$ cat src/hdl/tcw_pkg.sv
// Shared types and constants of the text console writer.
// No dependencies; imported by every module of the block.
`timescale 1ns / 1ps
`default_nettype none

package tcw_pkg;

  // default screen geometry
  localparam int unsigned DEF_COLUMNS = 80;
  localparam int unsigned DEF_ROWS    = 25;

  // fixed port field widths
  localparam int unsigned OP_W   = 2;
  localparam int unsigned BYTE_W = 8;
  localparam int unsigned COL_FW = 7;
  localparam int unsigned ROW_FW = 5;
  localparam int unsigned POS_FW = 11;

  // operation codes
  localparam logic [OP_W-1:0] OP_PUT   = 2'd0;
  localparam logic [OP_W-1:0] OP_READ  = 2'd1;
  localparam logic [OP_W-1:0] OP_CLEAR = 2'd2;
  localparam logic [OP_W-1:0] OP_SET   = 2'd3;

  // control characters
  localparam logic [BYTE_W-1:0] CH_BS  = 8'h08;
  localparam logic [BYTE_W-1:0] CH_TAB = 8'h09;
  localparam logic [BYTE_W-1:0] CH_NL  = 8'h0A;
  localparam logic [BYTE_W-1:0] CH_CR  = 8'h0D;

  localparam logic [BYTE_W-1:0] BLANK_CHAR = 8'h20;
  localparam logic [BYTE_W-1:0] RESET_ATTR = 8'h0F;
  localparam int unsigned       TAB_STEP   = 8;

  typedef struct packed {
    logic [BYTE_W-1:0] attr;
    logic [BYTE_W-1:0] code;
  } cell_t;

endpackage

`default_nettype wire

$ cat src/hdl/tcw_lin_unit.sv
// Shared linear address unit: row * Columns + col.
// Depends on tcw_pkg for the default geometry.
`timescale 1ns / 1ps
`default_nettype none

module tcw_lin_unit #(
  parameter int unsigned Columns = tcw_pkg::DEF_COLUMNS,
  parameter int unsigned Rows    = tcw_pkg::DEF_ROWS
) (
  input  wire logic [$clog2(Rows+1)-1:0]     row_i,
  input  wire logic [$clog2(Columns)-1:0]    col_i,
  output logic      [$clog2(Columns*Rows)-1:0] lin_o
);
  import tcw_pkg::*;

  localparam int unsigned AddrW = $clog2(Columns * Rows);

  // constant multiplier plus one add
  assign lin_o = AddrW'(32'(row_i) * Columns + 32'(col_i));

endmodule

`default_nettype wire

$ cat src/hdl/tcw_seq.sv
// Sequencer of the text console writer: cursor logic, scroll/fill sweeps,
// and the cell store access. Depends on tcw_pkg and tcw_lin_unit.
`timescale 1ns / 1ps
`default_nettype none

module tcw_seq #(
  parameter int unsigned Columns = tcw_pkg::DEF_COLUMNS,
  parameter int unsigned Rows    = tcw_pkg::DEF_ROWS
) (
  input  wire logic                            clk_i,
  input  wire logic                            rst_ni,
  input  wire logic                            in_valid_i,
  output logic                                 in_stall_o,
  input  wire logic [tcw_pkg::OP_W-1:0]        op_i,
  input  wire logic [tcw_pkg::BYTE_W-1:0]      char_code_i,
  input  wire logic [tcw_pkg::COL_FW-1:0]      col_i,
  input  wire logic [tcw_pkg::ROW_FW-1:0]      row_i,
  input  wire logic [tcw_pkg::BYTE_W-1:0]      text_attr_i,
  output logic                                 out_valid_o,
  input  wire logic                            out_stall_i,
  output logic      [tcw_pkg::BYTE_W-1:0]      read_char_o,
  output logic      [tcw_pkg::BYTE_W-1:0]      read_attr_o,
  output logic      [tcw_pkg::COL_FW-1:0]      cursor_col_o,
  output logic      [tcw_pkg::ROW_FW-1:0]      cursor_row_o,
  output logic      [tcw_pkg::POS_FW-1:0]      cursor_pos_o,
  output logic                                 mem_we_o,
  output logic      [$clog2(Columns*Rows)-1:0] mem_waddr_o,
  output tcw_pkg::cell_t                       mem_wdata_o,
  output logic      [$clog2(Columns*Rows)-1:0] mem_raddr_o,
  input  wire tcw_pkg::cell_t                  mem_rdata_i
);
  import tcw_pkg::*;

  localparam int unsigned Cells = Columns * Rows;
  localparam int unsigned AddrW = $clog2(Cells);
  localparam int unsigned ColW  = $clog2(Columns);
  localparam int unsigned RowW  = $clog2(Rows + 1);
  localparam int unsigned MoveN = (Rows - 1) * Columns;

  localparam int unsigned StW = 4;
  localparam logic [StW-1:0] StIdle   = 4'd0;
  localparam logic [StW-1:0] StMove   = 4'd1;
  localparam logic [StW-1:0] StAddr   = 4'd2;
  localparam logic [StW-1:0] StAct    = 4'd3;
  localparam logic [StW-1:0] StRdWait = 4'd4;
  localparam logic [StW-1:0] StChk    = 4'd5;
  localparam logic [StW-1:0] StScroll = 4'd6;
  localparam logic [StW-1:0] StFill   = 4'd7;
  localparam logic [StW-1:0] StPos    = 4'd8;
  localparam logic [StW-1:0] StOut    = 4'd9;

  // control state
  logic [StW-1:0]    state_q, state_d;
  logic [ColW-1:0]   cur_col_q, cur_col_d;
  logic [RowW-1:0]   cur_row_q, cur_row_d;
  logic [AddrW-1:0]  cnt_q, cnt_d;
  logic [BYTE_W-1:0] fill_attr_q, fill_attr_d;
  logic              fill_reply_q, fill_reply_d;
  logic              wr_pend_q, wr_pend_d;

  // payload
  logic [OP_W-1:0]   op_q, op_d;
  logic [BYTE_W-1:0] ch_q, ch_d;
  logic [COL_FW-1:0] col_in_q, col_in_d;
  logic [ROW_FW-1:0] row_in_q, row_in_d;
  logic [ColW-1:0]   tgt_col_q, tgt_col_d;
  logic [RowW-1:0]   tgt_row_q, tgt_row_d;
  logic [BYTE_W-1:0] wchar_q, wchar_d;
  logic [AddrW-1:0]  idx_q, idx_d;
  logic [AddrW-1:0]  wr_addr_q, wr_addr_d;
  logic [BYTE_W-1:0] rd_char_q, rd_char_d;
  logic [BYTE_W-1:0] rd_attr_q, rd_attr_d;
  logic [AddrW-1:0]  pos_q, pos_d;

  // shared address unit
  logic [RowW-1:0]  lin_row;
  logic [ColW-1:0]  lin_col;
  logic [AddrW-1:0] lin;

  logic [ColW:0]    col_inc;
  logic [ColW:0]    tab_col;
  logic [RowW-1:0]  row_inc;
  logic [ColW-1:0]  clamp_col;
  logic [RowW-1:0]  clamp_row;

  assign lin_row = (state_q == StPos) ? cur_row_q : tgt_row_q;
  assign lin_col = (state_q == StPos) ? cur_col_q : tgt_col_q;

  tcw_lin_unit #(
    .Columns (Columns),
    .Rows    (Rows)
  ) u_lin (
    .row_i (lin_row),
    .col_i (lin_col),
    .lin_o (lin)
  );

  assign col_inc = {1'b0, cur_col_q} + (ColW+1)'(1);
  assign tab_col = ({1'b0, cur_col_q} + (ColW+1)'(TAB_STEP)) & ~(ColW+1)'(TAB_STEP - 1);
  assign row_inc = cur_row_q + RowW'(1);

  assign clamp_col = (32'(col_in_q) < Columns) ? ColW'(col_in_q) : ColW'(Columns - 1);
  assign clamp_row = (32'(row_in_q) < Rows) ? RowW'(row_in_q) : RowW'(Rows - 1);

  always_comb begin
    state_d      = state_q;
    cur_col_d    = cur_col_q;
    cur_row_d    = cur_row_q;
    cnt_d        = cnt_q;
    fill_attr_d  = fill_attr_q;
    fill_reply_d = fill_reply_q;
    op_d         = op_q;
    ch_d         = ch_q;
    col_in_d     = col_in_q;
    row_in_d     = row_in_q;
    tgt_col_d    = tgt_col_q;
    tgt_row_d    = tgt_row_q;
    wchar_d      = wchar_q;
    idx_d        = idx_q;
    rd_char_d    = rd_char_q;
    rd_attr_d    = rd_attr_q;
    pos_d        = pos_q;
    // scroll copy: each cell's write comes in the cycle after its read
    wr_pend_d    = (state_q == StScroll) && (cnt_q != AddrW'(MoveN));
    wr_addr_d    = cnt_q;

    mem_we_o    = 1'b0;
    mem_waddr_o = idx_q;
    mem_wdata_o = '{attr: text_attr_i, code: wchar_q};
    mem_raddr_o = (state_q == StScroll) ? cnt_q + AddrW'(Columns) : idx_q;

    if (wr_pend_q) begin
      mem_we_o    = 1'b1;
      mem_waddr_o = wr_addr_q;
      mem_wdata_o = mem_rdata_i;
    end

    unique case (state_q)
      StIdle: begin
        if (in_valid_i) begin
          op_d     = op_i;
          ch_d     = char_code_i;
          col_in_d = col_i;
          row_in_d = row_i;
          state_d  = StMove;
        end
      end
      StMove: begin
        rd_char_d = '0;
        rd_attr_d = '0;
        unique case (op_q)
          OP_PUT: begin
            priority if (ch_q == CH_NL) begin
              cur_col_d = '0;
              cur_row_d = row_inc;
              state_d   = StChk;
            end else if (ch_q == CH_CR) begin
              cur_col_d = '0;
              state_d   = StChk;
            end else if (ch_q == CH_TAB) begin
              if (32'(tab_col) >= Columns) begin
                cur_col_d = '0;
                cur_row_d = row_inc;
              end else begin
                cur_col_d = ColW'(tab_col);
              end
              state_d = StChk;
            end else if (ch_q == CH_BS) begin
              // step back, crossing to the previous row; origin stays put
              tgt_col_d = cur_col_q;
              tgt_row_d = cur_row_q;
              if (cur_col_q != '0) begin
                tgt_col_d = cur_col_q - ColW'(1);
              end else if (cur_row_q != '0) begin
                tgt_col_d = ColW'(Columns - 1);
                tgt_row_d = cur_row_q - RowW'(1);
              end
              cur_col_d = tgt_col_d;
              cur_row_d = tgt_row_d;
              wchar_d   = BLANK_CHAR;
              state_d   = StAddr;
            end else begin
              tgt_col_d = cur_col_q;
              tgt_row_d = cur_row_q;
              wchar_d   = ch_q;
              if (32'(col_inc) >= Columns) begin
                cur_col_d = '0;
                cur_row_d = row_inc;
              end else begin
                cur_col_d = ColW'(col_inc);
              end
              state_d = StAddr;
            end
          end
          OP_READ: begin
            tgt_col_d = clamp_col;
            tgt_row_d = clamp_row;
            state_d   = StAddr;
          end
          OP_CLEAR: begin
            cur_col_d    = '0;
            cur_row_d    = '0;
            cnt_d        = '0;
            fill_attr_d  = text_attr_i;
            fill_reply_d = 1'b1;
            state_d      = StFill;
          end
          OP_SET: begin
            cur_col_d = clamp_col;
            cur_row_d = clamp_row;
            state_d   = StPos;
          end
          default: ;
        endcase
      end
      StAddr: begin
        idx_d   = lin;
        state_d = StAct;
      end
      StAct: begin
        if (op_q == OP_READ) begin
          state_d = StRdWait;
        end else begin
          mem_we_o = 1'b1;
          state_d  = StChk;
        end
      end
      StRdWait: begin
        rd_char_d = mem_rdata_i.code;
        rd_attr_d = mem_rdata_i.attr;
        state_d   = StPos;
      end
      StChk: begin
        if (32'(cur_row_q) >= Rows) begin
          cnt_d   = '0;
          state_d = StScroll;
        end else begin
          state_d = StPos;
        end
      end
      StScroll: begin
        if (cnt_q == AddrW'(MoveN)) begin
          cur_row_d    = RowW'(Rows - 1);
          fill_attr_d  = text_attr_i;
          fill_reply_d = 1'b1;
          state_d      = StFill;
        end else begin
          cnt_d = cnt_q + AddrW'(1);
        end
      end
      StFill: begin
        mem_we_o    = 1'b1;
        mem_waddr_o = cnt_q;
        mem_wdata_o = '{attr: fill_attr_q, code: BLANK_CHAR};
        if (cnt_q == AddrW'(Cells - 1)) begin
          state_d = fill_reply_q ? StPos : StIdle;
        end else begin
          cnt_d = cnt_q + AddrW'(1);
        end
      end
      StPos: begin
        pos_d   = lin;
        state_d = StOut;
      end
      StOut: begin
        if (!out_stall_i) begin
          state_d = StIdle;
        end
      end
      default: state_d = StIdle;
    endcase
  end

  // reset starts with a clearing pass over the whole store
  always_ff @(posedge clk_i or negedge rst_ni) begin
    if (!rst_ni) begin
      state_q      <= StFill;
      cur_col_q    <= '0;
      cur_row_q    <= '0;
      cnt_q        <= '0;
      fill_attr_q  <= RESET_ATTR;
      fill_reply_q <= 1'b0;
      wr_pend_q    <= 1'b0;
    end else begin
      state_q      <= state_d;
      cur_col_q    <= cur_col_d;
      cur_row_q    <= cur_row_d;
      cnt_q        <= cnt_d;
      fill_attr_q  <= fill_attr_d;
      fill_reply_q <= fill_reply_d;
      wr_pend_q    <= wr_pend_d;
    end
  end

  always_ff @(posedge clk_i) begin
    op_q      <= op_d;
    ch_q      <= ch_d;
    col_in_q  <= col_in_d;
    row_in_q  <= row_in_d;
    tgt_col_q <= tgt_col_d;
    tgt_row_q <= tgt_row_d;
    wchar_q   <= wchar_d;
    idx_q     <= idx_d;
    wr_addr_q <= wr_addr_d;
    rd_char_q <= rd_char_d;
    rd_attr_q <= rd_attr_d;
    pos_q     <= pos_d;
  end

  assign in_stall_o   = (state_q != StIdle);
  assign out_valid_o  = (state_q == StOut);
  assign read_char_o  = rd_char_q;
  assign read_attr_o  = rd_attr_q;
  assign cursor_col_o = COL_FW'(cur_col_q);
  assign cursor_row_o = ROW_FW'(cur_row_q);
  assign cursor_pos_o = POS_FW'(pos_q);

endmodule

`default_nettype wire

$ cat config.mk
export PLATFORM = sky130hd
export DESIGN_NAME = tcw_seq
export DESIGN_NICKNAME = d
export VERILOG_FILES = /design/src/hdl/tcw_pkg.sv /design/src/hdl/tcw_lin_unit.sv /design/src/hdl/tcw_seq.sv
export SDC_FILE = /design/constraint.sdc
export NUM_CORES = 1
export LEC_CHECK = 0
export BUFFER_PORTS_ARGS = -buffer_cell sky130_fd_sc_hd__clkbuf_2
export CORE_MARGIN = 2
export CORE_UTILIZATION = 41
export CTS_BUF_LIST = sky130_fd_sc_hd__clkbuf_16
export CTS_CLUSTER_SIZE = 14
export DETAILED_ROUTE_END_ITERATION = 8
export PLACE_DENSITY_LB_ADDON = 0.05
export SYNTH_ARGS = -nofsm -noshare
export SYNTH_HDL_FRONTEND = slang
export SYNTH_SLANG_ARGS = --single-unit
export TNS_END_PERCENT = 5
$ cat constraint.sdc
create_clock -name clk_i -period 5.1 [get_ports clk_i]
set_clock_uncertainty 0.2 [all_clocks]
set_input_delay 0.51 -clock clk_i [delete_from_list [all_inputs] [get_ports clk_i]]
set_output_delay 0.51 -clock clk_i [all_outputs]
set_load 0.005 [all_outputs]
# Word-level counts from Yosys, hierarchy flattened
# Cells that the tools add are included.
# classes
add_sub_neg	8
n_mul	1
magnitude_cmp	5
n_eq_ne	34
mux	67
bitwise_logic	3
n_reduce_logical	19
# ops
op	count
$mux 7	14
$mux 11	7
$mux 5	15
$pmux 8 s2	3
$pmux 11 s4	1
$pmux 4 s10	1
$eq 8x4->1 const B	4
$mux 16	2
$mux 4	6
$eq 11x11->1 const B	2
$pmux 7 s3	1
$ne 2x2->1 const B	10
$pmux 5 s2	2
$eq 4x3->1 const B	4
$ge 8x7->1 const B	2
$mux 8	2
$pmux 4 s4	1
$pmux 5 s3	1
$reduce_and 5->1	3
$pmux 7 s2	1
$add 11x1->11 const B	1
$add 11x7->11	1
$add 11x7->11 const B	1
$ne 11x11->1 const B	1
other kinds (34)	51
# totals
reg_bits	128
input_bits	50
out_inout_bits	80
elab_cells	156

# Longest topological paths before layout
# Gate-level depths: netlist of the first run.
# depth
ltp_word	9
depth_mapped	14
mapped_depth_nobuf	13

# Cells and area by module
# Synthesis of the first run repeated with hierarchy kept, for this count alone.
# unflattened
hier_cells	738
area_unflattened_um2	7317.0
# modules_own_cells
module	instances	cells_each	area_per_inst_um2	seq_area_each_um2
tcw_seq	1	707	7023.0	3557.2
tcw_lin_unit	1	31	294.0	0.0

# Worst setup path before layout of the first run
# Ideal clock, no wire load.
# synth_timing
path_kind	register to register
startpoint	register state_q[3]
endpoint	register pos_q[10] (netlist: cursor_pos_o[10]) (data pin)
setup_ns	0.266
arrival_time_ns	3.379
required_time_ns	4.634
path_slack_ns	1.255
path_stages_with_launch	14
n_path_buf	1
synth_period_minus_slack_ns	3.845
path_cell_list	dfrtp_1 clkbuf_1 nand2b_1 nor3_2 mux2_2 ha_1 ha_1 fa_1 nand2_1 o21bai_1 a21o_1 a32oi_1 o211ai_1 xnor2_1
# synth_between
elab_chain_len	4
elab_cells_between_ends	5
cone_classes	add/sub: 1; mul: 1; eq/ne: 1; mux: 2
# synth_lines
element	line	source
start: declaration	tcw_seq.sv:53	logic [StW-1:0] state_q, state_d;
start signal: assignment	tcw_seq.sv:277	state_q <= StFill;
start signal: assignment	tcw_seq.sv:285	state_q <= state_d;
$eq 4x4->1 *	tcw_seq.sv:86, tcw_seq.sv:87	
$mux 5	tcw_seq.sv:86	assign lin_row = (state_q == StPos) ? cur_row_q : tgt_row_q;
$mul 5x3->7	tcw_lin_unit.sv:19	assign lin_o = AddrW'(32'(row_i) * Columns + 32'(col_i));
$add 11x7->11 *	tcw_lin_unit.sv:19	
named net lin[10]	tcw_seq.sv:78	logic [AddrW-1:0] lin;
end signal: assignment	tcw_seq.sv:307	pos_q <= pos_d;
end: declaration	tcw_seq.sv:73	logic [AddrW-1:0] pos_q, pos_d;
# The timed path passes the listed nets; every way through them passes the cells marked *.
# A chain may end at the register's enable or synchronous reset.

# Worst setup path in the final report of the first run
# Ends and elaborated chain as after synthesis.

==> metrics.md, run 1 <==
| Metric | Value |
|---|---|
| Status | `completed` |
| Crit path DAT | `3.97 ns` |
| Initial DRC count | `386` |
| Synth Cell Area | `7440 sq um` |
| Mux cell area share after synthesis | `7.50%` |
| Syn Inst Count | `759` |
| Row count | `49` |
| Routed wire length | `19,700 um` |
| Final Hold Fails | `0` |
| WHS | `0.0651 ns` |
| Peak fanout along the critical path | `18` |
| CTS tree | `yes` |
| Core Box Area | `17,900 sq um` |
| Max transition margin | `23.5%` |
| Post-DP HPWL | `14,500 um` |
| Count of unique library cells instantiated by Yosys | `69` |
| Synth Area per Inst | `9.81 sq um` |
| Maximum level of the CTS H-tree | `4` |
| Worst-case reg-to-reg path depth | `13` |
| Post-Synthesis Net Count | `836` |
| Adder-cell share of the synthesized area | `4.74%` |
| Fin area | `8840 sq um` |
| Total gr overflow | `0` |
| Area Overhead vs Synth | `18.7%` |
| Finish-stage setup viols | `0` |
| Max Clock Freq | `249 MHz` |
| Starting Density | `41.6%` |
| Final nets | `938` |
| Synth Area in XOR/XNOR | `2.47%` |
| Final core occ | `49.4%` |
| Synth top area share | `32.3%` |
| Antenna viol nets, final | `0` |
| Synth Area in Compound Gates | `15.7%` |
| Placed cells | `1,071` |
| Overall Global Routing Usage | `20.7%` |
| Post-CTS Setup Inserts | `0` |
| Synth Register Bits | `128` |
| I/O Buffers | `129` |
| Worst setup EP type | `register` |
| Hold_buf cts | `0` |
| Minimum clock period | `4.02 ns` |
| TritonCTS Buffers | `17` |
| Largest family of logic cells by synthesized area | `simple AND/OR/NAND/NOR gates` |
| Prevailing post-synth register cell | `edfxtp_1` |
| Pre-CTS WS | `1.10 ns` |
| Via/cell ratio | `5.55` |
| Proportion of layout cells with a drive suffix above 1 | `23.0%` |
| Register area | `3560 sq um` |
| Clock Pin Slew Worst Setup and Hold Paths | `0.06 ns` |
| Die H | `139 um` |
| First-pass GRT wire length | `31,700 um` |
| Final Max Slew Viols | `0` |
| Multi-input logic area | `3580 sq um` |
| Setup ws final | `1.08 ns` |
| Placed Area | `8240 sq um` |
| Ranking of synthesized cells by area | `edfxtp_1 32%, dfrtp_1 10%, o21ai_0 4.7%` |
| Post-synthesis simple-gate area fraction | `17.6%` |
| Final GP Congestion | `0.881` |
| Finished Layout Cells | `1,103` |
| Drt first pass iters | `5` |
| Worst vdd ir | `0.000223 V` |
| Drt wl/cell | `17.9 um` |
| Clock root buffer | `clkbuf_16` |
| Synth async-reset ratio | `28.9%` |
| Reg-to-reg slack, setup | `1.08 ns` |
| Vias in the first global route | `5,905` |
| Clock Tree Buf Depth | `2` |
| Fin crit share | `78.9%` |
| Die W | `139 um` |
| Antenna diode count | `0` |
| Req. time, crit path | `5.05 ns` |
| Hold Crit Depth | `1` |
| Yosys warnings | `0` |
| Post-CTS Resized | `0` |
| Max_cap viols | `0` |
| PD cells | `270 nW/um^2` |
| Setup TNS | `0 ns` |
| Worst-Margin Slew | `1.15 ns` |
| Post-synthesis sequential area ratio | `47.8%` |
| RSZ-0062 raised after global routing | `no` |
| Hold crit path type | `input pin to register` |
| Leak Pwr | `3.91 nW` |
| DRC | `0` |
| Startpoint Class | `register` |
| Vias | `6,124` |
| Die ar. | `19,300 sq um` |
| CTS Sinks | `128` |
| Power, Total | `2.39 mW` |
| Cell taking the most area after synthesis | `edfxtp_1` |
| Number of enable flip-flop cells after synthesis | `80` |
| Initial antenna violation count | `0` |
| Filler instances | `1,646` |
| Boundary pin count | `130` |
| Largest net degree at the start of global routing | `38` |
| Setup CP Type | `register to register` |
| Worst-skew pair later-pin latency | `0.42 ns` |
[flip-flops by register name (all words and copies together) (netlist names), 11 cells and up]
signal and flops:
cnt_q 11, wr_addr_q 11, cursor_pos_o 11, idx_q 11
[cells in the final DEF, fill, tap and decap left out, types with 9 or more instances in the layout]
| cell | Yosys | final |
|---|---|---|
| nand2_1 | 90 | 90 |
| nand2b_1 | 14 | 14 |
| a21oi_1 | 35 | 35 |
| nand3_1 | 21 | 21 |
| dfxtp_1 | 11 | 11 |
| inv_1 | 25 | 29 |
| nor2_1 | 54 | 54 |
| o211ai_1 | 11 | 11 |
| clkbuf_2 | 0 | 129 |
| nor3_1 | 17 | 17 |
| and3_1 | 28 | 28 |
| xnor2_1 | 15 | 15 |
| ha_1 | 25 | 25 |
| edfxtp_1 | 80 | 80 |
| clkbuf_16 | 0 | 17 |
| buf_4 | 0 | 9 |
| dfrtp_1 | 30 | 30 |
| mux2_2 | 18 | 18 |
| a31oi_1 | 14 | 14 |
| o21ai_0 | 70 | 70 |
| mux2i_1 | 34 | 34 |
[cells in the mapped netlist, types with 14 or more instances]
master and instances:
nand2_1 90, edfxtp_1 80, o21ai_0 70, nor2_1 54, clkbuf_1 43, a21oi_1 35
mux2i_1 34, dfrtp_1 30, and3_1 28, ha_1 25, inv_1 25, nand3_1 21
mux2_2 18, nor3_1 17, xnor2_1 15, a31oi_1 14, nand2b_1 14
[logic make-up (layout without fill, tap and decap cells)]
logic type	Yosys count	in the layout
adders and majority gates	27	27
buffers and inverters	80	195
and+or+nand+nor	266	266
xor gates and xnor gates	21	21
muxes	53	53
AOI/OAI and AO/OA	184	184
DFF	128	128
[path summary, 6_finish.rpt]
check,end,startpoint
setup / recovery,cursor_pos_o[10],state_q[3]
hold / removal,ch_q[7],char_code_i[7]
setup reg to reg,cursor_pos_o[10],state_q[3]
hold reg to reg,wr_addr_q[1],cnt_q[1]
max in group asynchronous,cursor_col_o[2],rst_ni
min in group asynchronous,cnt_q[6],rst_ni
[cell type report]
cell class	instances	area share [%]
tap	229	3.24
clock inverter	15	2.02
inverter	25	1.06
timing repair buffer	138	8.07
clock buffer	17	4.81
multi-input combinational	551	40.6
sequential	128	40.2
[power by group]
| group | internal, mW | switching [mW] |
|---|---|---|
| clock network | 0.806 | 0.443 |
| registers | 1.10 | 0 |
| logic | 0.0210 | 0.0206 |
| total | 1.92 | 0.464 |
[critical path: stages (launching register included)]
cell	delay, ns
dfrtp_1	0.56
nand2b_1	0.20
nor3_4	0.18
buf_4	0.27
mux2_2	0.40
ha_1	0.29
ha_1	0.23
fa_1	0.53
nand2_1	0.07
o21bai_1	0.20
a21o_1	0.18
a32oi_1	0.15
o211ai_1	0.13
xnor2_1	0.16
[per-layer routing]
layer  vias up  routed length, um  GRT usage (%)
met1      2906               8650           27.0
met2       213               9740           34.5
li1       2978                  -              -
met5         -                  0              0
met4         0                320           6.70
met3        27               1020           4.63
Note: power is estimated with default switching activity, not from simulation.
==> run 2, diff against run 1 <==
Settings changed: ABC_AREA set to 1.
Clock period 5.1 ns to 4.05 ns, I/O delays scaled along.
==> run 2 against run 1 <==
Compared with the run above: largest power group is now combinational logic; synthesized area fell by 2.8%; fmax is 24% higher; largest cell class is now flip-flops and latches; register-to-register slack worse by 0.28 ns; first-iteration DRC count decreased by 17%; flip-flop and latch count is the same.
==> metrics.md, run 2 <==
| Metric | Value |
|---|---|
| Drt wl/cell | `15.7 um (-12%)` |
| Ranking of synthesized cells by area | `edfxtp_1 33%, nand2_1 11%, dfrtp_1 10%` |
| Minimum clock period | `3.25 ns (-0.767 ns)` |
| Die W | `137 um (-1.4%)` |
| Largest net degree at the start of global routing | `43 (+13%)` |
| Clock Pin Slew Worst Setup and Hold Paths | `0.05 ns (about the same)` |
| Post-DP HPWL | `14,200 um (-1.5%)` |
| Worst-Margin Slew | `1.10 ns (-0.0496 ns)` |
| Synth Area in XOR/XNOR | `2.78% (+0.31 points)` |
| Worst-skew pair later-pin latency | `0.42 ns (about the same)` |
| Cell with the most instances after synthesis | `nand2_1` |
| Most frequent cells in the layout | `209 x nand2_1, 129 x clkbuf_2, 91 x inv_1` |
| Post-CTS Resized | `0 (unchanged)` |
| Cell taking the most area after synthesis | `edfxtp_1` |
| Total gr overflow | `0 (unchanged)` |
| Peak fanout along the critical path | `19 (+1)` |
| Status | `completed` |
| Yosys warnings | `0 (unchanged)` |
| Synth async-reset ratio | `28.9% (unchanged)` |
| Worst setup EP type | `register` |
| Reg-to-reg slack, setup | `0.80 ns (-0.28 ns)` |
| Startpoint Class | `register` |
| Starting Density | `41.8% (+0.24 points)` |
| Final GP Congestion | `0.890 (+0.99%)` |
| Clock Tree Buf Depth | `2 (unchanged)` |
| Register area | `3560 sq um (unchanged)` |
| Crit path DAT | `3.21 ns (-0.76 ns)` |
| Fin crit share | `80.4% (+1.5 points)` |
| First-pass GRT wire length | `29,900 um (-5.9%)` |
| Adder-cell share of the synthesized area | `4.88% (+0.14 points)` |
| RSZ-0062 raised after global routing | `no` |
| Synth top area share | `33.2% (+0.94 points)` |
| Final Max Slew Viols | `0 (unchanged)` |
| I/O Buffers | `129 (unchanged)` |
| Antenna diode count | `0 (unchanged)` |
| Boundary pin count | `130 (unchanged)` |
| Post-synthesis sequential area ratio | `49.2% (+1.4 points)` |
| Top post-synthesis cells by count | `209 x nand2_1, 91 x inv_1, 84 x nor2_1` |
| Vias | `6,148 (+0.39%)` |
| Synth Area in Compound Gates | `12.4% (-3.3 points)` |
| Post-Synthesis Net Count | `927 (+11%)` |
| Initial DRC count | `320 (-17%)` |
| CTS tree | `yes` |
| Post-synthesis simple-gate area fraction | `22.1% (+4.4 points)` |
| Max transition margin | `26.5% (+3.0 points)` |
| Hold crit path type | `input pin to register` |
| PD cells | `681 nW/um^2 (+150%)` |
| Reg-to-Reg Start | `state_q[0]` |
| Number of enable flip-flop cells after synthesis | `80 (unchanged)` |
| DRC | `0 (unchanged)` |
| WHS Endpoint | `state_q[3]` |
| Final Hold Fails | `0 (unchanged)` |
| Req. time, crit path | `4.00 ns (-1.05 ns)` |
| Worst-case reg-to-reg path depth | `10 (-3)` |
| Row count | `48 (-2.0%)` |
| Prevailing post-synth register cell | `edfxtp_1` |
| Setup TNS | `0 ns (unchanged)` |
| Clock root buffer | `clkbuf_16` |
| Commonest non-fill, non-tap cell in the layout | `nand2_1` |
| Largest family of logic cells by synthesized area | `simple AND/OR/NAND/NOR gates` |
| Synth Register Bits | `128 (unchanged)` |
| Hold Crit Depth | `3 (+2)` |
| Max Clock Freq | `307 MHz (+24%)` |
| Overall Global Routing Usage | `21.3% (+0.55 points)` |
| Reg2reg end | `cursor_pos_o[10]` |
| Drt first pass iters | `5 (unchanged)` |
| Proportion of layout cells with a drive suffix above 1 | `21.1% (-1.9 points)` |
| Final nets | `1,070 (+14%)` |
| Routed wire length | `19,300 um (-2.0%)` |
| Finish-stage setup viols | `0 (unchanged)` |
| Count of unique library cells instantiated by Yosys | `51 (-26%)` |
| Initial antenna violation count | `0 (unchanged)` |
| Maximum level of the CTS H-tree | `4 (unchanged)` |
| Core Box Area | `17,300 sq um (-3.4%)` |
| CTS Sinks | `128 (unchanged)` |
| Area Overhead vs Synth | `22.1%` |
| Filler instances | `1,660 (+0.85%)` |
| Multi-input logic area | `3140 sq um (-12%)` |
| TritonCTS Buffers | `17 (unchanged)` |
| Final core occ | `51.1% (+1.7 points)` |
| Leak Pwr | `4.11 nW (+5.3%)` |
| Antenna viol nets, final | `0 (unchanged)` |
| Mux cell area share after synthesis | `1.25% (-6.3 points)` |
| Vias in the first global route | `5,723 (-3.1%)` |
| Synth Cell Area | `7230 sq um (-2.8%)` |
| Setup CP Type | `register to register` |
| Max_cap viols | `0 (unchanged)` |
| Die ar. | `18,700 sq um (-2.7%)` |
| Syn Inst Count | `850 (+12%)` |
| Via/cell ratio | `4.99 (-10%)` |
| Die H | `137 um (-1.4%)` |
| Synth Area per Inst | `8.51 sq um (-13%)` |
| Hold path start | `out_stall_i` |
| Power, Total | `6.01 mW (+150%)` |
| Worst vdd ir | `0.000338 V (+52%)` |
## run 2: changes by cell type in the layout (fill, tap and decap cells not counted), moves of 14 or more
cell	change
nand2_1	+119
dlygate4sd3_1	+23
nand3_1	+25
nand2b_1	-14
o21ai_0	-17
inv_1	+62
nor2_1	+29
and3_1	-28
mux2i_1	-34
## run 2: cell families (layout without fill, tap and decap cells)
group,Yosys count,count (layout)
buffers and inverters,136,292
AO/OA/AOI/OAI,155,155
adder cells (fa/ha/maj),27,27
AND/OR/NAND/NOR,373,373
flip-flops,128,128
multiplexers,8,8
XOR/XNOR,23,23
## run 2: cell type report
type                       instances  area share, %
sequential                       128           40.3
inverter                         101           4.29
clock buffer                      17           4.82
clock inverter                    15           1.37
tap                              225           3.19
timing repair buffer             159           10.5
multi-input combinational        586           35.6
## run 2: worst max path at each step
stage	from	end	cells past startpoint
floorplan	state_q[2]	cursor_pos_o[10]	11
global placement	state_q[0]	cursor_pos_o[10]	10
detailed placement	state_q[0]	idx_q[10]	10
CTS	state_q[0]	cursor_pos_o[10]	10
global route	state_q[0]	idx_q[10]	10
finish	state_q[0]	cursor_pos_o[10]	10
## run 2: timing repair
item / 4_1_cts / 5_1_grt
setup buffers: 0 / 0
hold buffers: 23 / 0
hold endpoints to repair: 52 / 0
## run 2: routing by layer
metal | GRT usage, % | vias to the layer above | wire length (um)
met1 | 27.8 | 2832 | 8870
li1 | - | 3117 | -
met4 | 5.61 | 0 | 263
met3 | 4.48 | 23 | 1070
met2 | 36.0 | 176 | 9120
met5 | 0 | - | 0
## run 2: report_power, final
group,total (mW),leakage (nW),internal (mW),switching (mW)
clock,1.42,0.256,0.836,0.582
combinational,2.39,2.57,0.899,1.49
sequential,2.21,1.29,1.94,0.271
total,6.01,4.11,3.67,2.34
## run 2: stage by stage
stage	hold WS [ns]	area, sq um	cells	setup WS, ns
2_1_floorplan	-0.0906	7230	850	0.827
3_3_place_gp	0.237	8060	1176	0.889
3_5_place_dp	0.238	8060	1176	0.792
4_1_cts	0.0105	8830	1231	0.785
5_1_grt	0.0288	8830	1231	0.611
6_report	0.0287	8830	1231	0.795
## run 2: critical path, stage by stage, from the launching register on
cell	delay, ns
dfstp_2	0.38
nor2_1	0.18
nand2_1	0.15
buf_4	0.21
o21ai_0	0.38
ha_1	0.32
ha_1	0.23
fa_1	0.39
xor2_1	0.23
nand3_1	0.12
xor2_1	0.20
==> run 3, diff against run 2 <==
Clock period 4.05 ns to 3.25 ns, I/O delays scaled along.
==> run 3 against run 2 <==
Compared with the run above: clock power up 30%; non-clock buffer count up 19; sequential share of layout area down 0.86 points; global-route usage up 0.90 points; die area unchanged; sequential power up 24%; final cell count up 1.5%; core utilization up 1.1 points; design area up 2.2%; register-to-register slack worse by 0.53 ns; critical endpoint unchanged.
==> metrics.md, run 3 (synthesized netlist as in run 2, its figures left out) <==
| Metric | Value |
|---|---|
| Register area | `3560 sq um (unchanged)` |
| Vias | `6,280 (+2.1%)` |
| Clock Tree Buf Depth | `2 (unchanged)` |
| P_sw | `2.95 mW (+26%)` |
| Final Max Slew Viols | `0 (unchanged)` |
| Worst setup EP type | `register` |
| Worst vdd ir | `0.000479 V (+42%)` |
| Seq pwr share | `35.7% (-1.0 points)` |
| Vias in the first global route | `5,956 (+4.1%)` |
| Startpoint Class | `register` |
| Row count | `48 (unchanged)` |
| Final nets | `1,089 (+1.8%)` |
| Clock root buffer | `clkbuf_16` |
| Final GP Congestion | `0.866 (-2.7%)` |
| Antenna diode count | `0 (unchanged)` |
| Minimum clock period | `2.99 ns (-0.270 ns)` |
| Worst-skew pair later-pin latency | `0.43 ns (about the same)` |
| Finish-stage setup viols | `0 (unchanged)` |
| Leak Pwr | `4.21 nW (+2.5%)` |
| Post-CTS Setup Inserts | `0 (unchanged)` |
| Die ar. | `18,700 sq um (unchanged)` |
| Status | `completed` |
| Int Power | `4.71 mW (+28%)` |
| Total gr overflow | `0 (unchanged)` |
| Max transition margin | `50.8% (+24 points)` |
| Post-DP HPWL | `14,600 um (+2.6%)` |
| Largest net degree at the start of global routing | `43 (unchanged)` |
| Crit path DAT | `2.95 ns (-0.26 ns)` |
| Clock power share | `24.2% (+0.6 points)` |
| Commonest non-fill, non-tap cell in the layout | `nand2_1` |
| Hold crit path type | `input pin to register` |
| Switching share of total power | `38.5% (-0.44 points)` |
| Antenna viol nets, final | `0 (unchanged)` |
| Initial antenna violation count | `0 (unchanged)` |
| Boundary pin count | `130 (unchanged)` |
| Maximum level of the CTS H-tree | `4 (unchanged)` |
| Max Clock Freq | `335 MHz (+9.0%)` |
| Multi-input logic area | `3150 sq um (+0.12%)` |
| PD cells | `848 nW/um^2 (+25%)` |
| Req. time, crit path | `3.21 ns (-0.79 ns)` |
| Most frequent cells in the layout | `209 x nand2_1, 129 x clkbuf_2, 92 x inv_1` |
| Setup ws final | `0.265 ns (-0.530 ns)` |
| Reg-to-reg slack, setup | `0.26 ns (-0.53 ns)` |
| CTS tree | `yes` |
| Via/cell ratio | `5.02 (+0.59%)` |
| Setup CP Type | `register to register` |
| Peak fanout along the critical path | `7 (-12)` |
| Worst-Margin Slew | `0.738 ns (-0.360 ns)` |
| Max_cap viols | `0 (unchanged)` |
| Clock Pin Slew Worst Setup and Hold Paths | `0.06 ns (about the same)` |
| Overall Global Routing Usage | `22.2% (+0.90 points)` |
| Placed cells | `1,186 (+0.85%)` |
| DRC | `0 (unchanged)` |
| Setup TNS | `0 ns (unchanged)` |
| Finished Layout Cells | `1,250 (+1.5%)` |
| Initial DRC count | `407 (+27%)` |
| Power share of the combinational group | `40.1% (+0.4 points)` |
| First-pass GRT wire length | `31,200 um (+4.4%)` |
| Core Box Area | `17,300 sq um (unchanged)` |
| Proportion of layout cells with a drive suffix above 1 | `21.8% (+0.68 points)` |
| Drt wl/cell | `15.9 um (+1.6%)` |
| Routed wire length | `19,900 um (+3.2%)` |
| CTS Sinks | `128 (unchanged)` |
| Fin crit share | `91.9% (+11 points)` |
| Filler instances | `1,681 (+1.3%)` |
| Drt first pass iters | `5 (unchanged)` |
| Die H | `137 um (unchanged)` |
| RSZ-0062 raised after global routing | `no` |
| Hold Crit Depth | `3 (unchanged)` |
| TritonCTS Buffers | `17 (unchanged)` |
| Die W | `137 um (unchanged)` |
| Final Hold Fails | `0 (unchanged)` |
| Worst-case reg-to-reg path depth | `11 (+1)` |
| Starting Density | `41.8% (unchanged)` |
| Pre-CTS WS | `0.126 ns (-0.666 ns)` |
| Area Overhead vs Synth | `24.8%` |
| I/O Buffers | `129 (unchanged)` |
[run 3: path summary, 6_finish.rpt]
kind | start | to
setup / recovery | state_q[2] | cursor_pos_o[10]
hold / removal | mem_rdata_i[9] | read_attr_o[1]
setup reg to reg | state_q[2] | cursor_pos_o[10]
hold reg to reg | ch_q[6] | wchar_q[6]
max in group asynchronous | rst_ni | fill_attr_q[1]
min in group asynchronous | rst_ni | fill_reply_q
[run 3: metal layers]
metal | vias to the layer above | wire length, um | GRT usage [%]
met2 | 182 | 9560 | 37.3
met1 | 2918 | 8970 | 29.1
met4 | 0 | 388 | 7.90
li1 | 3152 | - | -
met3 | 28 | 1020 | 3.44
met5 | - | 0 | 0
[run 3: power groups by stage]
stage                     Clock (mW)  Sequential, mW  Combinational (mW)
after floorplan                    0            2.67                2.08
after global placement             0            2.77                3.02
after detailed placement           0            2.77                3.04
after CTS                       1.89            2.74                3.09
after global routing            1.96            2.79                3.48
final                           1.85            2.74                3.07
[run 3: worst max-delay path, stage by stage, from the launching register on]
cell,delay [ns]
dfstp_2,0.59
nor2_1,0.07
nand2_1,0.20
inv_1,0.17
o21ai_0,0.17
buf_4,0.16
nor2_1,0.05
ha_1,0.20
fa_1,0.38
xor2_1,0.23
nand3_1,0.13
xor2_1,0.18
[run 3: layout make-up]
cell class	instances	share of cell area, %
multi-input combinational	586	34.8
inverter	101	4.20
timing repair buffer	178	12.1
clock buffer	17	4.71
tap	225	3.12
sequential	128	39.4
clock inverter	15	1.62
[run 3: stage by stage]
step	area (sq um)	hold slack [ns]	utilization (%)	power [mW]
detailed placement	8130	0.220	47.0	5.81
finish	9030	0.0165	52.2	7.66
global placement	8130	0.232	47.0	5.79
CTS	9020	0.00226	52.2	7.71
floorplan	7230	-0.171	-	4.75
global route	9030	0.0289	52.2	8.24
[run 3: timing repair]
action,CTS,global route
gates resized for setup,0,5
hold buffers,32,0
endpoints found under the hold margin,51,0
setup endpoints to repair,0,4
